$ cat src/design/fcgm_pkg.sv
package fcgm_pkg;

  localparam int SAMPLE_BITS = 16;
  localparam int GAIN_BITS   = 16;
  localparam int GAIN_FRAC   = 12;
  localparam int NUM_CH      = 4;
  localparam int MUTE_BITS   = NUM_CH;
  localparam int CNT_W       = $clog2(NUM_CH + 1);

  localparam int CFG_IDX_W   = 3;
  localparam int CFG_DATA_W  = GAIN_BITS;

  localparam int PROD_W      = SAMPLE_BITS + GAIN_BITS;
  localparam int SUM_W       = PROD_W + $clog2(NUM_CH);
  localparam int QUO_W       = SUM_W - GAIN_FRAC;

  localparam int DIV_K       = QUO_W + 2;
  localparam int RECIP_W     = DIV_K - 1;
  localparam logic [RECIP_W-1:0] RECIP3 =
    RECIP_W'(((65'd1 << DIV_K) + 65'd2) / 65'd3);

  localparam logic [QUO_W-1:0] SAT_NEG_MAG = QUO_W'(1) << (SAMPLE_BITS - 1);
  localparam logic [QUO_W-1:0] SAT_POS_MAG = SAT_NEG_MAG - QUO_W'(1);

  localparam logic [GAIN_BITS-1:0] GAIN_UNITY = GAIN_BITS'(1) << GAIN_FRAC;

  typedef enum logic [CFG_IDX_W-1:0] {
    REG_GAIN_GAME   = 3'd0,
    REG_GAIN_CHAT   = 3'd1,
    REG_GAIN_MEDIA  = 3'd2,
    REG_GAIN_SYSTEM = 3'd3,
    REG_MUTE        = 3'd4
  } cfg_reg_t;

endpackage

$ cat src/design/fcgm_avg.sv
module fcgm_avg (
  input  logic [fcgm_pkg::QUO_W-1:0] num,
  input  logic [fcgm_pkg::CNT_W-1:0] cnt,
  output logic [fcgm_pkg::QUO_W-1:0] quo
);

  logic [fcgm_pkg::QUO_W+fcgm_pkg::RECIP_W-1:0] recip_prod;
  logic [fcgm_pkg::QUO_W-1:0]                   third;

  assign recip_prod = (fcgm_pkg::QUO_W + fcgm_pkg::RECIP_W)'(num)
                    * (fcgm_pkg::QUO_W + fcgm_pkg::RECIP_W)'(fcgm_pkg::RECIP3);
  assign third = fcgm_pkg::QUO_W'(recip_prod >> fcgm_pkg::DIV_K);

  always_comb begin
    case (cnt)
      fcgm_pkg::CNT_W'(1): quo = num;
      fcgm_pkg::CNT_W'(2): quo = num >> 1;
      fcgm_pkg::CNT_W'(3): quo = third;
      fcgm_pkg::CNT_W'(4): quo = num >> 2;
      default:             quo = '0;
    endcase
  end

endmodule

$ cat src/design/four_channel_gain_mixer.sv
// Pipeline: five register stages; an accepted item passes v1_r, v2_r, v3_r, v4_r and out_valid_r in order.
// Throughput: one item per cycle while out_stall is low; under out_stall full stages hold and empty ones fill.
// Stages: gain multiply, channel sum, magnitude, divide by active count, saturate.
// Reset: all valid bits clear, every gain loads unity (4096), no channel muted.
module four_channel_gain_mixer (
  input  logic                                 clk,
  input  logic                                 rst_n,
  input  logic                                 cfg_we,
  input  logic [fcgm_pkg::CFG_IDX_W-1:0]       cfg_index,
  input  logic [fcgm_pkg::CFG_DATA_W-1:0]      cfg_wdata,
  input  logic                                 in_valid,
  output logic                                 in_stall,
  input  logic signed [fcgm_pkg::SAMPLE_BITS-1:0] in_game_sample,
  input  logic signed [fcgm_pkg::SAMPLE_BITS-1:0] in_chat_sample,
  input  logic signed [fcgm_pkg::SAMPLE_BITS-1:0] in_media_sample,
  input  logic signed [fcgm_pkg::SAMPLE_BITS-1:0] in_system_sample,
  output logic                                 out_valid,
  input  logic                                 out_stall,
  output logic signed [fcgm_pkg::SAMPLE_BITS-1:0] out_left_sample,
  output logic signed [fcgm_pkg::SAMPLE_BITS-1:0] out_right_sample
);

  logic [fcgm_pkg::GAIN_BITS-1:0] gain_r [fcgm_pkg::NUM_CH];
  logic [fcgm_pkg::MUTE_BITS-1:0] mute_r;

  logic v1_r, v2_r, v3_r, v4_r, out_valid_r;
  logic adv1, adv2, adv3, adv4, adv5;

  logic signed [fcgm_pkg::SAMPLE_BITS-1:0] samp [fcgm_pkg::NUM_CH];
  logic signed [fcgm_pkg::PROD_W-1:0]      mul_full [fcgm_pkg::NUM_CH];
  logic signed [fcgm_pkg::PROD_W-1:0]      prod_r [fcgm_pkg::NUM_CH];
  logic [fcgm_pkg::CNT_W-1:0]              cnt1_r, cnt2_r, cnt3_r, cnt4_r;

  logic signed [fcgm_pkg::SUM_W-1:0]       sum_nxt, sum_r;
  logic [fcgm_pkg::SUM_W-1:0]              mag;
  logic [fcgm_pkg::QUO_W-1:0]              x3_r;
  logic                                    neg3_r, neg4_r;
  logic [fcgm_pkg::QUO_W-1:0]              quo, q4_r;
  logic [fcgm_pkg::QUO_W-1:0]              q_clip;
  logic [fcgm_pkg::SAMPLE_BITS-1:0]        out_nxt, out_r;

  // configuration
  always_ff @(posedge clk) begin
    if (!rst_n) begin
      for (int c = 0; c < fcgm_pkg::NUM_CH; c++) begin
        gain_r[c] <= fcgm_pkg::GAIN_UNITY;
      end
      mute_r <= '0;
    end else if (cfg_we) begin
      unique case (cfg_index)
        fcgm_pkg::REG_GAIN_GAME:   gain_r[0] <= cfg_wdata;
        fcgm_pkg::REG_GAIN_CHAT:   gain_r[1] <= cfg_wdata;
        fcgm_pkg::REG_GAIN_MEDIA:  gain_r[2] <= cfg_wdata;
        fcgm_pkg::REG_GAIN_SYSTEM: gain_r[3] <= cfg_wdata;
        fcgm_pkg::REG_MUTE:        mute_r <= cfg_wdata[fcgm_pkg::MUTE_BITS-1:0];
        default: begin
        end
      endcase
    end
  end

  // advance chain
  assign adv5     = !out_valid_r || !out_stall;
  assign adv4     = !v4_r || adv5;
  assign adv3     = !v3_r || adv4;
  assign adv2     = !v2_r || adv3;
  assign adv1     = !v1_r || adv2;
  assign in_stall = !adv1;

  always_ff @(posedge clk) begin
    if (!rst_n) begin
      v1_r        <= 1'b0;
      v2_r        <= 1'b0;
      v3_r        <= 1'b0;
      v4_r        <= 1'b0;
      out_valid_r <= 1'b0;
    end else begin
      if (adv1) v1_r <= in_valid;
      if (adv2) v2_r <= v1_r;
      if (adv3) v3_r <= v2_r;
      if (adv4) v4_r <= v3_r;
      if (adv5) out_valid_r <= v4_r;
    end
  end

  // stage 1: gain multiply
  assign samp[0] = in_game_sample;
  assign samp[1] = in_chat_sample;
  assign samp[2] = in_media_sample;
  assign samp[3] = in_system_sample;

  always_comb begin
    for (int c = 0; c < fcgm_pkg::NUM_CH; c++) begin
      mul_full[c] = samp[c] * $signed({1'b0, gain_r[c]});
    end
  end

  always_ff @(posedge clk) begin
    if (adv1) begin
      for (int c = 0; c < fcgm_pkg::NUM_CH; c++) begin
        prod_r[c] <= mute_r[c] ? '0 : mul_full[c];
      end
      cnt1_r <= fcgm_pkg::CNT_W'($countones(~mute_r));
    end
  end

  // stage 2: sum
  always_comb begin
    sum_nxt = '0;
    for (int c = 0; c < fcgm_pkg::NUM_CH; c++) begin
      sum_nxt = sum_nxt + fcgm_pkg::SUM_W'(prod_r[c]);
    end
  end

  always_ff @(posedge clk) begin
    if (adv2) begin
      sum_r  <= sum_nxt;
      cnt2_r <= cnt1_r;
    end
  end

  // stage 3: magnitude, drop gain fraction
  assign mag = sum_r[fcgm_pkg::SUM_W-1] ? fcgm_pkg::SUM_W'(-sum_r) : fcgm_pkg::SUM_W'(sum_r);

  always_ff @(posedge clk) begin
    if (adv3) begin
      x3_r   <= mag[fcgm_pkg::SUM_W-1:fcgm_pkg::GAIN_FRAC];
      neg3_r <= sum_r[fcgm_pkg::SUM_W-1];
      cnt3_r <= cnt2_r;
    end
  end

  // stage 4: average
  fcgm_avg u_avg (
    .num (x3_r),
    .cnt (cnt3_r),
    .quo (quo)
  );

  always_ff @(posedge clk) begin
    if (adv4) begin
      q4_r   <= quo;
      neg4_r <= neg3_r;
      cnt4_r <= cnt3_r;
    end
  end

  // stage 5: saturate
  always_comb begin
    if (neg4_r) begin
      q_clip  = (q4_r > fcgm_pkg::SAT_NEG_MAG) ? fcgm_pkg::SAT_NEG_MAG : q4_r;
      out_nxt = fcgm_pkg::SAMPLE_BITS'(-q_clip);
    end else begin
      q_clip  = (q4_r > fcgm_pkg::SAT_POS_MAG) ? fcgm_pkg::SAT_POS_MAG : q4_r;
      out_nxt = q_clip[fcgm_pkg::SAMPLE_BITS-1:0];
    end
    if (cnt4_r == '0) begin
      out_nxt = '0;
    end
  end

  always_ff @(posedge clk) begin
    if (adv5) begin
      out_r <= out_nxt;
    end
  end

  assign out_valid        = out_valid_r;
  assign out_left_sample  = out_r;
  assign out_right_sample = out_r;

endmodule

$ cat config.mk
export PLATFORM = sky130hd
export DESIGN_NAME = four_channel_gain_mixer
export DESIGN_NICKNAME = d
export VERILOG_FILES = /design/src/design/fcgm_pkg.sv /design/src/design/fcgm_avg.sv /design/src/design/four_channel_gain_mixer.sv
export SDC_FILE = /design/constraint.sdc
export NUM_CORES = 2
export LEC_CHECK = 0
export BUFFER_PORTS_ARGS = -buffer_cell sky130_fd_sc_hd__buf_2
export CAP_MARGIN = 10
export CELL_PAD_IN_SITES_DETAIL_PLACEMENT = 1
export CELL_PAD_IN_SITES_GLOBAL_PLACEMENT = 2
export CORE_ASPECT_RATIO = 0.7
export CORE_MARGIN = 10
export CORE_UTILIZATION = 30
export CTS_BUF_LIST = sky130_fd_sc_hd__clkbuf_2
export CTS_CLUSTER_SIZE = 30
export DETAILED_ROUTE_END_ITERATION = 12
export GPL_TIMING_DRIVEN = 0
export PLACE_DENSITY = 0.6
export SYNTH_ARGS = -nofsm -noshare
export SYNTH_HDL_FRONTEND = slang
export SYNTH_SLANG_ARGS = --single-unit
$ cat constraint.sdc
create_clock -name clk -period 6.7 [get_ports clk]
set_input_delay 1.005 -clock clk [delete_from_list [all_inputs] [get_ports clk]]
set_output_delay 1.005 -clock clk [all_outputs]
set_load 0.02 [all_outputs]
==> results.cfg <==
[sta]
hold_violations = 0
worst_hold_slack_ps = 175.1
layout_setup_ws_ps = -13.35
finClkSkew_ps = 173.4
max_slew_margin_pct = 27.52
slew_violations = 0
rsz0062_at_grt = true
setup_tns_ps = -25.01
clock.fmax_mhz = 149.0
min_period_ps = 6713
post-route-period-util_pct = 100.2
timing_worst_slew_pin_value_ps = 1085
setup_violations = 2

[critical_path]
cp_max_fo = 4
cp_data_required_time_ps = 7740
r2r_start = gain_r[0][3]
critPathArrivalTime_ps = 7750
rrSetupSlack_ps = -10
critPathLaunchType = register
worstSetupPathType = register to register
worst_setup_path_end_kind = register
worstSetupStartpoint = gain_r[0][3]

[global_route]
grt_start_max_net_pins = 62
grt_pass1_wl_um = 310500
gr-total-overflow = 0
grt_pass1_vias = 46680
antenna_found_initial = 27
track_usage_pct = 19.56

[placement]
gp_congestion = 0.8409
io_buffers = 121
pre_cts_slack_ps = -1743
dp_hpwl_um = 168300

[clocking]
root_buffer = clkbuf_2
cts-htree-levels = 3
path_clk_slew_ps = 150
cts-buffers-inserted = 78
clkSinkCount = 309
worstSkewPairLatency_ps = 1250
clockBufferDepth = 3
cts_tree = built

[die]
fp-row-count = 134
die_y_um = 387.0
start_util_pct = 30.23
core_mm2 = 0.1910
dieArea_mm2 = 0.2107
ios = 122
die-width_um = 544.3

[drt]
routed_via_density = 4.801
firstDrtPassIters = 7
vias = 43050
antenna_left = 0
wirelength_um = 207900
wl_per_cell_um = 23.18
drc = 0
drt_iter0_drc = 2653

[synth]
synth_enable_flop_cells = 300
synth-xor-area-share_pct = 2.655
synth-simple-area-share_pct = 14.15
syn-cell-area_mm2 = 0.05773
synth_warnings = 0
synth_compound_area_share_pct = 6.747
post-synth-top-area-cell = fa_1
yosysMostFrequentCell = inv_1
synth_top_area_share_pct = 35.16
synth_top_family_by_area = adder cells
syn_avg_cell_area_um2 = 9.737
syn_inst = 5929
synth_common_cells = inv_1 (1262), fa_1 (1014), ha_1 (718)
ys_ff_latch = 309
syn_nets = 7749
ys_async_sr_fraction_pct = 0
synth_top_flop_cell = edfxtp_1
yosysUniqueCellTypes = 67
synth_area_leaders = fa_1 (35%), edfxtp_1 (16%), ha_1 (16%)
muxShareOfSynthArea_pct = 0.2774
synthAdderAreaFrac_pct = 50.72
yosysSeqAreaShare_pct = 15.92

[layout]
fillers = 21730
final_util_pct = 34.93
syn2layout_area_growth_pct = 15.55
multi_input_area_mm2 = 0.04472
layout.nets = 8204
drive_gt1_share_pct = 13.81
register_area_mm2 = 0.009189

[run]
maxCapViolCount = 0

[hold_path]
hold_path.class = input pin to register
min-delay-start = rst_n

[run_status]
violations = setup timing
status = finished, violations left
registers in the layout (all words and copies together) (netlist names):
register and count:
prod_r 128, gain_r 64, sum_r 34, q4_r 22, x3_r 22, out_left_sample 16, mute_r 4, cnt1_r 3
cnt2_r 3, cnt3_r 3, cnt4_r 3, neg3_r 1, neg4_r 1, out_valid 1, v1_r 1, v2_r 1
v3_r 1, v4_r 1
layout make-up:
class / instances / area share [%]
inverter: 1262 / 7.107
tap: 2516 / 4.719
clock inverter: 20 / 0.1988
buffer: 184 / 1.979
timing repair buffer: 379 / 4.288
sequential: 309 / 13.78
multi-input combinational: 4170 / 67.04
clock buffer: 113 / 0.8478
antenna: 13 / 0.04877
logic make-up (layout without fill, tap and decap cells):
kind of cell               Yosys count  in the layout
and+or+nand+nor                   1659           1659
DFF                                309            309
other                                0             13
AOI/OAI and AO/OA                  589            589
xor gates and xnor gates           175            175
muxes                               15             15
adders and majority gates         1732           1732
buffers and inverters             1450           1958
through the flow:
step / cells / cell area (um2)
floorplan: 5929 / 57960
global placement: 8566 / 61720
detailed placement: 8571 / 61850
CTS: 8885 / 65190
global route: 8961 / 66690
finish: 8966 / 66710
placed cells by master, fill, tap and decap left out, drive strengths merged, types with 19 or more instances in the layout:
| cell | count |
|---|---|
| a211oi | 26 |
| a21o | 101 |
| a21oi | 149 |
| a22oi | 21 |
| a31oi | 23 |
| and2 | 469 |
| buf | 416 |
| clkbuf | 259 |
| edfxtp | 300 |
| fa | 1014 |
| ha | 718 |
| inv | 1266 |
| nand2 | 671 |
| nand2b | 73 |
| nand3 | 29 |
| nand4 | 19 |
| nor2 | 216 |
| nor2b | 52 |
| nor3 | 33 |
| o21a | 26 |
| o21ai | 101 |
| o31ai | 22 |
| or3 | 20 |
| xnor2 | 115 |
| xor2 | 60 |
what timing repair did:
item / CTS / global route
resized for setup: 288 / 240
buffers inserted: 182 / 70
cloned: 0 / 1
setup endpoints to repair: 88 / 50
hold buffers: 1 / 0
endpoints found under the hold margin: 3 / 0
pin swaps: 59 / 137
critical path: stages, from the launching register on:
cell       delay (ps)
edfxtp_1          510
and2_1            230
fa_1              550
fa_1              540
inv_1              50
fa_1              490
inv_2              40
fa_1              520
inv_1              50
fa_1              470
inv_1              50
fa_2              550
ha_4              210
a21o_1            180
a21o_1            210
a2111oi_4         360
or4_1             170
o211ai_1          200
a211o_1           390
o311a_1           310
or3_1             310
a21oi_1           150
path summary, 6_finish.rpt:
path | to | depth (start not counted)
max | prod_r[0][31] | 21
min | mute_r[0] | 2
max reg2reg | prod_r[0][31] | 21
min reg2reg | cnt3_r[1] | 0
routing by layer:
metal  GRT usage (%)  share of wire (%)  up-vias
met3           2.498                4.7      134
li1                -                  -    19520
met1           31.00                 52    22540
met2           28.90                 42      847
met5               0             0.0063        -
met4           2.167                1.2        2
Power is not shown: default switching activity piles up to over one toggle a cycle in this logic, so the estimate is an artifact.
